**config.mk**
```make
export PLATFORM = sky130hd
export DESIGN_NAME = vdi_hash
export DESIGN_NICKNAME = d
export VERILOG_FILES = /design/src/hw/rtl/vdi_pkg.sv /design/src/hw/rtl/vdi_hash.sv
export SDC_FILE = /design/constraint.sdc
export NUM_CORES = 1
export LEC_CHECK = 0
export CORE_ASPECT_RATIO = 0.8
export CORE_MARGIN = 5
export CORE_UTILIZATION = 37
export CTS_CLUSTER_DIAMETER = 200
export CTS_CLUSTER_SIZE = 14
export DETAILED_ROUTE_END_ITERATION = 10
export DONT_BUFFER_PORTS = 1
export GPL_ROUTABILITY_DRIVEN = 0
export GPL_TIMING_DRIVEN = 0
export PLACE_DENSITY = 0.56
export SLEW_MARGIN = 20
export SYNTH_ARGS = -nofsm -noshare
export SYNTH_HDL_FRONTEND = slang
export SYNTH_SLANG_ARGS = --single-unit
```
**constraint.sdc**
```tcl
create_clock -name clk -period 12.2 [get_ports clk]
set_input_delay 1.22 -clock clk [delete_from_list [all_inputs] [get_ports clk]]
set_output_delay 1.22 -clock clk [all_outputs]
set_load 0.1 [all_outputs]
```
**src/hw/rtl/vdi_pkg.sv**
```systemverilog
// Package: constants and helpers shared by the vertex dedup indexer.
package vdi_pkg;
  localparam int VertexCapDef = 4096;
  localparam int HashSlotsDef = 8192;
  localparam int IndexW = 12;

  function automatic logic is_nan(input logic [31:0] b);
    return (b[30:23] == 8'hFF) && (b[22:0] != 23'd0);
  endfunction

  function automatic logic [31:0] canon(input logic [31:0] b);
    return (b[30:0] == 31'd0) ? 32'd0 : b;
  endfunction

  function automatic logic [31:0] xshift(input logic [31:0] h, input int s);
    return h ^ (h >> s);
  endfunction
endpackage

```
**src/hw/rtl/vdi_hash.sv**
```systemverilog
// Multi-cycle position hash: one multiply per cycle.
module vdi_hash import vdi_pkg::*; #(
  parameter int HashSlots = HashSlotsDef
) (
  input  logic                         clk,
  input  logic                         rst_n,
  input  logic                         start,
  input  logic [95:0]                  pos,
  output logic                         done,
  output logic [$clog2(HashSlots)-1:0] slot
);
  localparam int SW = $clog2(HashSlots);
  localparam logic [31:0] Gold = 32'h9E3779B9;

  logic [31:0] h_r, h_nxt;
  logic [1:0]  comp_r, comp_nxt;
  logic        ph_r, ph_nxt;
  logic        busy_r, busy_nxt;
  logic        done_r, done_nxt;
  logic [31:0] c;

  always_comb begin
    case (comp_r)
      2'd0: c = canon(pos[31:0]);
      2'd1: c = canon(pos[63:32]);
      default: c = canon(pos[95:64]);
    endcase
  end

  always_comb begin
    h_nxt = h_r; comp_nxt = comp_r; ph_nxt = ph_r; busy_nxt = busy_r; done_nxt = 1'b0;
    if (start) begin
      h_nxt = Gold; comp_nxt = 2'd0; ph_nxt = 1'b0; busy_nxt = 1'b1;
    end else if (busy_r) begin
      if (!ph_r) begin
        h_nxt = xshift(h_r ^ c, 16) * 32'h7FEB352D;
        ph_nxt = 1'b1;
      end else begin
        h_nxt = xshift(xshift(h_r, 15) * 32'h846CA68B, 16) + Gold;
        ph_nxt = 1'b0;
        if (comp_r == 2'd2) begin
          busy_nxt = 1'b0; done_nxt = 1'b1;
        end else begin
          comp_nxt = comp_r + 2'd1;
        end
      end
    end
  end

  always_ff @(posedge clk) begin
    if (!rst_n) begin
      busy_r <= 1'b0; done_r <= 1'b0; ph_r <= 1'b0; comp_r <= 2'd0;
    end else begin
      busy_r <= busy_nxt; done_r <= done_nxt; ph_r <= ph_nxt; comp_r <= comp_nxt;
    end
    h_r <= h_nxt;
  end

  assign done = done_r;
  assign slot = h_r[SW-1:0];
endmodule

```
## Yosys cells after proc, flatten, opt, wreduce, memory -nomap -nowiden

Index checks and enable logic that the tools add are counted.
W data, S select, Z words.

| word-level totals | value |
|---|---|
| logic and storage cells | 37 |
| output and inout bits | 14 |
| register bits after elaboration | 37 |

| operators by class | value |
|---|---|
| reductions and logical operators | 7 |
| multiplexer cells | 11 |
| $add $sub $neg | 2 |
| bitwise gates (word level) | 8 |
| multipliers | 2 |
| eq/ne operators | 2 |

Operators with widths:

| kind | number |
|---|---|
| $mux W32 | 4 |
| $logic_not A31 Y1 | 3 |
| $pmux W32 S2 | 1 |
| $xor A32 B16 Y32 | 2 |
| $add A32 B32 Y32 const B | 1 |
| $mul A32 B31 Y32 const B | 1 |
| $mul A32 B32 Y32 const B | 1 |
| $xor A32 B17 Y32 | 1 |
| $xor A32 B32 Y32 | 1 |
| $mux W1 | 6 |
| $not A1 Y1 | 4 |
| $reduce_or A4 Y1 | 1 |
| $reduce_and A3 Y1 | 1 |
| $add A2 B1 Y2 const B | 1 |
| $eq A2 B1 Y1 const B | 1 |
| $eq A2 B2 Y1 const B | 1 |
| $logic_not A2 Y1 | 1 |
| $reduce_or A2 Y1 | 1 |

## Logic depth before layout (Yosys ltp)

Gate-level depths: netlist of run 1.

| depth | value |
|---|---|
| depth in word-level cells | 7 |
| gate-level depth with buffers | 40 |
| mapped depth without buffers | 36 |

## Worst setup path before layout of run 1

No wires, ideal clock.

| timing path | value |
|---|---|
| kind | input -> register |
| start | input port pos[30] |
| end | register h_r[30] |
| data arrival time | 9282 ps |
| slack | 2793 ps |
| stages | 30 |
| required time | 12075 ps |
| buffers on the path | 3 |
| cells stage by stage | nor4_1 -> nand4_1 -> o21a_1 -> clkbuf_1 -> clkbuf_1 -> buf_1 -> a221oi_1 -> xnor2_1 -> xnor2_1 -> inv_1 -> ha_1 -> fa_1 -> inv_1 -> fa_1 -> fa_1 -> fa_1 -> inv_1 -> fa_1 -> fa_1 -> fa_1 -> ha_1 -> a21o_1 -> a21oi_1 -> a21bo_2 -> a21oi_1 -> nor2_1 -> o311ai_0 -> mux2_2 -> a32oi_1 -> o31ai_1 |

| between the ends | value |
|---|---|
| longest elaborated chain between the ends | 7 |

RTL lines:

| what | RTL line | source |
|---|---|---|
| from (decl) | vdi_hash.sv:8 | `input logic [95:0] pos,` |
| $logic_not A31 Y1 | vdi_pkg.sv:12 | `return (b[30:0] == 31'd0) ? 32'd0 : b;` |
| $mux W32 (*) | vdi_pkg.sv:12 |  |
| $pmux W32 S2 (*) | vdi_hash.sv:23 | `case (comp_r)` |
| $xor A32 B32 Y32 (*) | vdi_hash.sv:36 | `h_nxt = xshift(h_r ^ c, 16) * 32'h7FEB352D;` |
| $xor A32 B16 Y32 (*) | vdi_pkg.sv:16 | `return h ^ (h >> s);` |
| $mul A32 B31 Y32 (*) | vdi_hash.sv:36 |  |
| $mux W32 (*) | vdi_hash.sv:35 | `if (!ph_r) begin` |
| to (signal assigned) | vdi_hash.sv:56 | `h_r <= h_nxt;` |
| to (decl) | vdi_hash.sv:15 | `logic [31:0] h_r, h_nxt;` |

Every way passes the cells marked *; elsewhere a longest branch is shown, timed or not.
A chain may end at the register's enable or synchronous reset.

## Worst setup path in the final report of run 1

| timing path | value |
|---|---|
| start | input port pos[2] |
| end | register h_r[31] |

Same word-level chain as after synthesis.

==> metrics.cfg, run 1 <==
[status]
status = complete, no violations

[synthesis]
yosysSeqAreaShare_pct = 3.50
synth_area_per_cell_sq_um = 9.30
synth_warnings = 0
synth_seq_cells = 37
synth_top_area_share_pct = 32.2
yosysUniqueCellTypes = 80
yosysTopAreaCell = fa_1
synth-edff-count = 0
synth_area_leaders = fa_1, ha_1, inv_1
synth_area_sq_um = 21200
synth.net_count = 3095
synthCells = 2279
synth_top_flop_cell = dfxtp_1
async_flop_share_pct = 0

[floorplan]
fp.dieH_microns = 224
design.core.area_sq_um = 56700
io_pins = 113
die_area_sq_um = 62200
die_w_microns = 278
rows = 78
start_util_pct = 37.4

[global_route]
top_usage_layer = met2
grt_pass1_wl_microns = 105000
grt_usage_pct = 22.0
gr-usage-met1_pct = 32.7
grt_max_degree = 13
grt_overflow_total = 0
first_global_vias = 17000
antenna_found_initial = 0
grt_use_met3_pct = 4.62
use_met2_pct = 33.3

[worst_setup_path]
start_kind = input pin
critPathBufInv = 5
crit_type = input pin to register
critPathSlowestCell = xnor2_1
cp_max_fo = 10
end_kind = register
max_stage_delay_ps = 1030
worstPathRequired_ps = 12350
critPathMostFrequentCell = xnor2_1
worstPathArrival_ps = 11740
crit_family = adder cells

[routing]
wl_microns = 69500
postRouteAntennaNets = 0
first_pass_iters = 6
drt_iter0_markers = 1596
avgRoutedWirePerCell_microns = 22.8
route.detailed.drc = 0
viasPerCell = 5.36
num_vias = 16300

[clocking]
cts-root-buf = clkbuf_16
clock_latency_ps = 290
postCtsHoldBufs = 0
cts_tree = built
postCtsSetupRepairBufs = 0
cts.clk_slew.worst_paths_ps = 50
cts.sinks = 37
clock_path_buffers = 2
htree_levels = 2
cts_resized = 0
cts_inserted_buffers = 5

[layout]
syn_to_final_growth_pct = 5.79
layout-drive-gt1-share_pct = 4.19
finalNetCount = 3104
mostFrequentLayoutCell = inv_1
final_cell_mix = inv_1, ha_1, fa_1, xnor2_1, nor2_1
n_antenna_cell = 0
fillerInstances = 5683
multiInputGateArea_sq_um = 18200
seqCellArea_sq_um = 741

[sta]
setup_slack_ps = 606
max_slew_margin_pct = 15.7
finalHoldViolCount = 0
finClkSkew_ps = 1.72
fmax_ghz = 0.0862
rsz0062_at_grt = no
worstMarginPinSlew_ps = 1260
fin_crit_sh_pct = 95.0
period_needed_ps = 11590
drv_slew = 0
final.setup.tns_ps = 0
setup_violations = 0

[placed_design]
dpl.hpwl_microns = 62200
dp_slack_ps = 480
io_buffers = 0

[run]
cap_viol_max_count = 0

[hold_path]
min_path_type = register to register

## tightest hold or removal path, cell delays in order (launching register included)
cell and delay, ps:
dfxtp_1 370, xnor2_1 90, nor2_1 70
## metrics by stage
stage,cells,hold slack [ps],utilization (%),cell area [sq um]
after global placement,3039,532,39.0,22100
after global routing,3049,596,39.5,22400
after floorplan,2279,509,-,21200
after detailed placement,3041,550,39.2,22200
final,3049,564,39.5,22400
after CTS,3049,566,39.5,22400
## path summary, 6_finish.rpt
path | startpoint | end | slack, ps | cells past startpoint
setup reg to reg | comp_r[1] | h_r[31] | 690 | 33
setup / recovery | pos[2] | h_r[31] | 610 | 31
hold reg to reg | comp_r[0] | comp_r[0] | 560 | 2
hold / removal | comp_r[0] | comp_r[0] | 560 | 2
## routing by layer
metal	wire [microns]	part of all wire [%]
met5	0	0
met3	6600	9.5
met2	29300	42
met1	31900	46
met4	1740	2.5
## cells in the mapped netlist (all sizes together) (17+ instances only)
library cell,instances
a221oi,30
nand2,65
a211oi,17
inv,541
clkbuf,26
nor3b,30
xnor2,205
nor3,22
ha,376
o211ai,18
dfxtp,37
buf,32
nor2,97
a21oi,77
o21ai,37
xor2,70
a21o,30
nor4,26
fa,341
## sequential cells by signal, summed over array words and instances, names as in the netlist
signal and cells:
done 1, comp_r 2, h_r 32, ph_r 1
busy_r 1
## logic make-up (layout without fill, tap and decap cells)
| group | after synthesis | in the layout | synth area share, % |
|---|---|---|---|
| and+or+nand+nor | 340 | 340 | 8.34 |
| adders and majority gates | 718 | 718 | 54.5 |
| xor gates and xnor gates | 280 | 280 | 12.4 |
| muxes | 8 | 8 | 0.390 |
| buffers and inverters | 600 | 610 | 10.9 |
| AOI/OAI and AO/OA | 296 | 296 | 10.0 |
| DFF | 37 | 37 | 3.50 |
## layout make-up
| class | instances | area share, % |
|---|---|---|
| timing repair buffer | 2 | 0.117 |
| inverter | 542 | 9.08 |
| buffer | 58 | 1.26 |
| clock buffer | 8 | 0.608 |
| tap | 760 | 4.24 |
| multi-input combinational | 1642 | 81.4 |
| sequential | 37 | 3.30 |
Power of run 1 is not shown: default switching activity piles up to over one toggle a cycle in this logic, so the estimate is an artifact.
==> run 2, diff against run 1 <==
--- a/config.mk
+++ b/config.mk
@@ -5,7 +5,6 @@
 export SDC_FILE = /design/constraint.sdc
 export NUM_CORES = 1
 export LEC_CHECK = 0
-export CORE_ASPECT_RATIO = 0.8
 export CORE_MARGIN = 5
 export CORE_UTILIZATION = 37
 export CTS_CLUSTER_DIAMETER = 200
@@ -14,7 +13,8 @@
 export DONT_BUFFER_PORTS = 1
 export GPL_ROUTABILITY_DRIVEN = 0
 export GPL_TIMING_DRIVEN = 0
-export PLACE_DENSITY = 0.56
+export HOLD_SLACK_MARGIN = 0.06
+export PLACE_DENSITY = 0.54
 export SLEW_MARGIN = 20
 export SYNTH_ARGS = -nofsm -noshare
 export SYNTH_HDL_FRONTEND = slang
==> run 2 against run 1 <==
Non-clock buffer count did not move. Core utilization rose by 0.14 points. Via count fell by 1.3%. Critical path depth did not move. Count of clock-buffer cells in the layout fell by 3. Clock skew rose by 6.5 ps. Design area rose by 0.18%. Sequential share of layout area barely moved. Largest cell class unchanged. Fmax rose by 0.58%. First-iteration DRC count fell by 13%. Global-route usage fell by 0.082 points. Hold slack improved by 6.1 ps.
==> metrics.cfg, run 2 (same netlist as run 1, synthesis figures left out) <==
[global_route]
grt_max_degree = 14  ; +1
grt_pass1_wl_microns = 106000  ; +0.47%
first_global_vias = 17400  ; +1.9%
grt_usage_pct = 21.9  ; -0.082 points
grt_overflow_total = 0  ; unchanged
antenna_found_initial = 0  ; unchanged

[worst_setup_path]
critPathMostFrequentCell = fa_1
worstPathRequired_ps = 12400  ; +50 ps
reg2reg_from = comp_r[1]
crit_type = input pin to register
r2r_slack_ps = 790  ; +100 ps
reg2reg_to = h_r[29]
worstPathArrival_ps = 11730  ; about the same
max_stage_delay_ps = 830  ; -200 ps
critPathSlowestCell = o311ai_0
worstRegToRegCells = 33  ; unchanged
start_kind = input pin
cp_max_fo = 10  ; unchanged
end_kind = register

[layout]
n_antenna_cell = 0  ; unchanged
largest-register = h_r
layout-drive-gt1-share_pct = 4.24  ; +0.044 points
top_regs = h_r (32), comp_r (2)
mostFrequentLayoutCell = inv_1
fillerInstances = 5755  ; +1.3%
syn_to_final_growth_pct = 5.98
largest_register_ffs = 32  ; unchanged
finalNetCount = 3104  ; unchanged
final_cell_mix = inv_1, ha_1, fa_1, xnor2_1, nor2_1
finalNonFillerCells = 3045  ; -0.13%

[status]
status = complete, no violations

[routing]
num_vias = 16100  ; -1.3%
postRouteAntennaNets = 0  ; unchanged
drt_iter0_markers = 1384  ; -13%
wl_microns = 69100  ; -0.70%
first_pass_iters = 5  ; -1
viasPerCell = 5.29  ; -1.1%
avgRoutedWirePerCell_microns = 22.7  ; -0.57%
route.detailed.drc = 0  ; unchanged

[hold_path]
min_path_cells = 2  ; unchanged
min_path_type = register to register
min_to = comp_r[0]
min_from = comp_r[0]

[clocking]
cts.sinks = 37  ; unchanged
clock_latency_ps = 290  ; about the same
postCtsSetupRepairBufs = 0  ; unchanged
cts.clk_slew.worst_paths_ps = 60  ; about the same
cts_resized = 0  ; unchanged
postCtsHoldBufs = 0  ; unchanged
cts_tree = built
clock_path_buffers = 2  ; unchanged
htree_levels = 2  ; unchanged
cts-root-buf = clkbuf_16
cts_inserted_buffers = 5  ; unchanged

[sta]
period_needed_ps = 11530  ; -66.5 ps
finalHoldViolCount = 0  ; unchanged
final.setup.tns_ps = 0  ; unchanged
finClkSkew_ps = 8.21  ; +6.49 ps
drv_slew = 0  ; unchanged
hold-worst-slack_ps = 570  ; +6.12 ps
max_slew_margin_pct = 23.6  ; +8.0 points
worstMarginPinSlew_ps = 1130  ; -125 ps
rsz0062_at_grt = no
setup_violations = 0  ; unchanged
fin_crit_sh_pct = 94.5  ; -0.54 points
fmax_ghz = 0.0867  ; +0.58%

[run]
cap_viol_max_count = 0  ; unchanged

[floorplan]
rows = 87  ; +12%
design.core.area_sq_um = 56600  ; -0.17%
fp.dieH_microns = 249  ; +11%
die_area_sq_um = 62100  ; about the same
start_util_pct = 37.4  ; +0.064 points
die_w_microns = 249  ; -10%
io_pins = 113  ; unchanged

[placed_design]
dpl.hpwl_microns = 61500  ; -1.0%
io_buffers = 0  ; unchanged
dpl.cell_count = 3037  ; -0.13%

-- run 2: cell types whose count changed in the layout (fill, tap and decap cells not counted), sizes merged --
cell	before	now
clkbuf	34	31
bufinv	0	2
inv	541	542
-- run 2: routing by layer --
layer	global-route usage (%)	share of wire [%]	vias to the layer above
met5	0	0	-
met3	2.23	4.6	144
met4	7.84	4.6	0
met1	29.0	43	8094
met2	37.4	48	552
li1	-	-	7332
-- run 2: final cells by class --
type	instances	area (sq um)	share of cell area (%)
clock buffer	5	125	0.557
timing repair buffer	2	30.0	0.134
inverter	542	2030	9.06
sequential	37	741	3.30
clock inverter	3	68.8	0.306
buffer	58	283	1.26
multi-input combinational	1642	18200	81.2
tap	756	946	4.21
-- run 2: metrics by stage --
stage	area (sq um)	util (%)	worst slack [ps]
4_1_cts	22400	39.6	838
3_3_place_gp	22100	39.1	561
6_report	22500	39.7	672
2_1_floorplan	21200	-	2790
5_1_grt	22500	39.7	363
3_5_place_dp	22200	39.3	577
-- run 2: how the worst max path moves through the flow --
stage	from	endpoint	slack [ps]	depth (start not counted)
after floorplan	pos[30]	h_r[30]	2790	30
after global placement	pos[14]	h_r[30]	560	35
after detailed placement	pos[2]	h_r[29]	580	31
after CTS	pos[14]	h_r[29]	840	31
after global routing	comp_r[1]	h_r[29]	360	33
final	pos[2]	h_r[29]	670	31
-- run 2: critical path, delay by kind of cell --
family / cells / cell delay [ps]
adder cells (fa/ha/maj): 9 / 4270
AO/OA/AOI/OAI: 7 / 2530
buffers and inverters: 6 / 1370
XOR/XNOR: 3 / 1250
AND/OR/NAND/NOR: 6 / 1050
Power of run 2 is left out for the same reason.
==> run 3, diff against run 2 <==
--- a/config.mk
+++ b/config.mk
@@ -5,16 +5,16 @@
 export SDC_FILE = /design/constraint.sdc
 export NUM_CORES = 1
 export LEC_CHECK = 0
+export BUFFER_PORTS_ARGS = -buffer_cell sky130_fd_sc_hd__buf_2
 export CORE_MARGIN = 5
 export CORE_UTILIZATION = 37
 export CTS_CLUSTER_DIAMETER = 200
 export CTS_CLUSTER_SIZE = 14
 export DETAILED_ROUTE_END_ITERATION = 10
-export DONT_BUFFER_PORTS = 1
 export GPL_ROUTABILITY_DRIVEN = 0
 export GPL_TIMING_DRIVEN = 0
 export HOLD_SLACK_MARGIN = 0.06
-export PLACE_DENSITY = 0.54
+export PLACE_DENSITY = 0.56
 export SLEW_MARGIN = 20
 export SYNTH_ARGS = -nofsm -noshare
 export SYNTH_HDL_FRONTEND = slang
==> run 3 against run 2 <==
Clock skew shrank 4.5 ps. First-iteration DRC count shrank 12%. Highest routed layer unchanged. Critical path depth grew 1. Via count grew 3.4%. Non-clock buffer count grew 112.
==> metrics.cfg, run 3 (same netlist as run 1, synthesis figures left out) <==
[routing]
avgRoutedWirePerCell_microns = 22.0  ; -3.1%
viasPerCell = 5.28  ; -0.31%
postRouteAntennaNets = 0  ; unchanged
num_vias = 16700  ; +3.4%
wl_microns = 69400  ; +0.49%
drt_iter0_markers = 1219  ; -12%
route.detailed.drc = 0  ; unchanged
first_pass_iters = 8  ; +3

[sta]
setup_slack_ps = 389  ; -283 ps
drv_slew = 0  ; unchanged
fmax_ghz = 0.0847  ; -2.4%
max_slew_margin_pct = 23.5  ; -0.077 points
finClkSkew_ps = 3.74  ; -4.48 ps
worstMarginPinSlew_ps = 1140  ; +7.33 ps
setup_violations = 0  ; unchanged
period_needed_ps = 11810  ; +283 ps
fin_crit_sh_pct = 96.8  ; +2.3 points
rsz0062_at_grt = no
final.setup.tns_ps = 0  ; unchanged
hold-worst-slack_ps = 575  ; +5.36 ps
finalHoldViolCount = 0  ; unchanged

[global_route]
antenna_found_initial = 0  ; unchanged
first_global_vias = 17800  ; +2.5%
grt_pass1_wl_microns = 106000  ; +0.45%
grt_usage_pct = 21.9  ; +0.039 points
grt_max_degree = 14  ; unchanged
grt_overflow_total = 0  ; unchanged

[clocking]
cts_resized = 0  ; unchanged
htree_levels = 2  ; unchanged
cts_tree = built
clock_path_buffers = 2  ; unchanged
clock_latency_ps = 290  ; about the same
cts.clk_slew.worst_paths_ps = 60  ; about the same
cts-root-buf = clkbuf_16
cts.sinks = 37  ; unchanged
postCtsHoldBufs = 0  ; unchanged
cts_inserted_buffers = 5  ; unchanged
postCtsSetupRepairBufs = 0  ; unchanged

[placed_design]
dpl.hpwl_microns = 62200  ; +1.1%
dp_slack_ps = 505  ; -71.5 ps
io_buffers = 111  ; +111
dpl_cell_area_sq_um = 22800  ; +2.5%

[worst_setup_path]
critPathSlowestCell = xnor2_1
crit_type = input pin to register
worstPathRequired_ps = 12340  ; -60 ps
crit_start = pos[14]
crit_family = adder cells
start_kind = input pin
cp_max_fo = 10  ; unchanged
reg2reg_from = comp_r[1]
critPathMostFrequentCell = fa_1
max_stage_delay_ps = 930  ; +100 ps
critPathBufInv = 7  ; +1
worstPathArrival_ps = 11950  ; +220 ps
end_kind = register

[hold_path]
min_from = comp_r[0]
min_path_type = register to register

[layout]
layout-drive-gt1-share_pct = 8.66  ; +4.4 points
finalNetCount = 3216  ; +3.6%
largest-register = h_r
final_cell_mix = inv_1, ha_1, fa_1, xnor2_1, buf_2
top_regs = h_r (32), comp_r (2)
largest_register_ffs = 32  ; unchanged
final_area_sq_um = 23000  ; +2.5%
mostFrequentLayoutCell = inv_1
n_antenna_cell = 0  ; unchanged
fillerInstances = 5768  ; +0.23%
syn_to_final_growth_pct = 8.59

[status]
status = complete, no violations

[run]
cap_viol_max_count = 0  ; unchanged

[floorplan]
start_util_pct = 37.4  ; unchanged
die_w_microns = 249  ; unchanged
design.core.area_sq_um = 56600  ; unchanged
io_pins = 113  ; unchanged
die_area_sq_um = 62100  ; unchanged
fp.dieH_microns = 249  ; unchanged
rows = 87  ; unchanged

-- run 3: cell types whose count changed in the layout (fill, tap and decap cells not counted) --
| cell | previous run | this run |
|---|---|---|
| buf_6 | 0 | 3 |
| xnor2_2 | 16 | 15 |
| buf_2 | 12 | 123 |
| xnor2_1 | 188 | 189 |
| buf_8 | 2 | 0 |
-- run 3: cell type report --
class	instances	area [sq um]	share of cell area, %
Buffer	58	283	1.23
Clock buffer	5	125	0.544
Clock inverter	3	68.8	0.299
Inverter	542	2030	8.84
Multi-Input combinational cell	1642	18200	79.2
Sequential cell	37	741	3.22
Tap cell	756	946	4.11
Timing Repair Buffer	114	589	2.56
-- run 3: per-layer routing --
layer | global-route usage [%] | share of wire (%)
met1 | 29.0 | 43
met2 | 37.7 | 48
met3 | 1.86 | 4.9
met4 | 8.06 | 4.7
met5 | 0 | 0
-- run 3: path summary, 6_finish.rpt --
check	cells after the start	slack (ps)	endpoint
worst max-delay path	32	390	h_r[31]
worst min-delay path	2	580	comp_r[0]
worst max register to register	33	800	h_r[31]
worst min register to register	2	580	comp_r[0]
-- run 3: through the flow --
step	utilization [%]	instances
2_1_floorplan	-	2279
3_3_place_gp	40.1	3146
3_5_place_dp	40.3	3149
4_1_cts	40.6	3157
5_1_grt	40.6	3157
6_report	40.6	3157
-- run 3: worst reg2reg max path: cells and delay by family (launching register included) --
kind	cells	cell delay (ps)
xor gates and xnor gates	3	1430
adders and majority gates	10	4450
buffers and inverters	9	2430
DFF	1	310
and+or+nand+nor	5	540
AOI/OAI and AO/OA	6	2090
Power of run 3 is left out for the same reason.
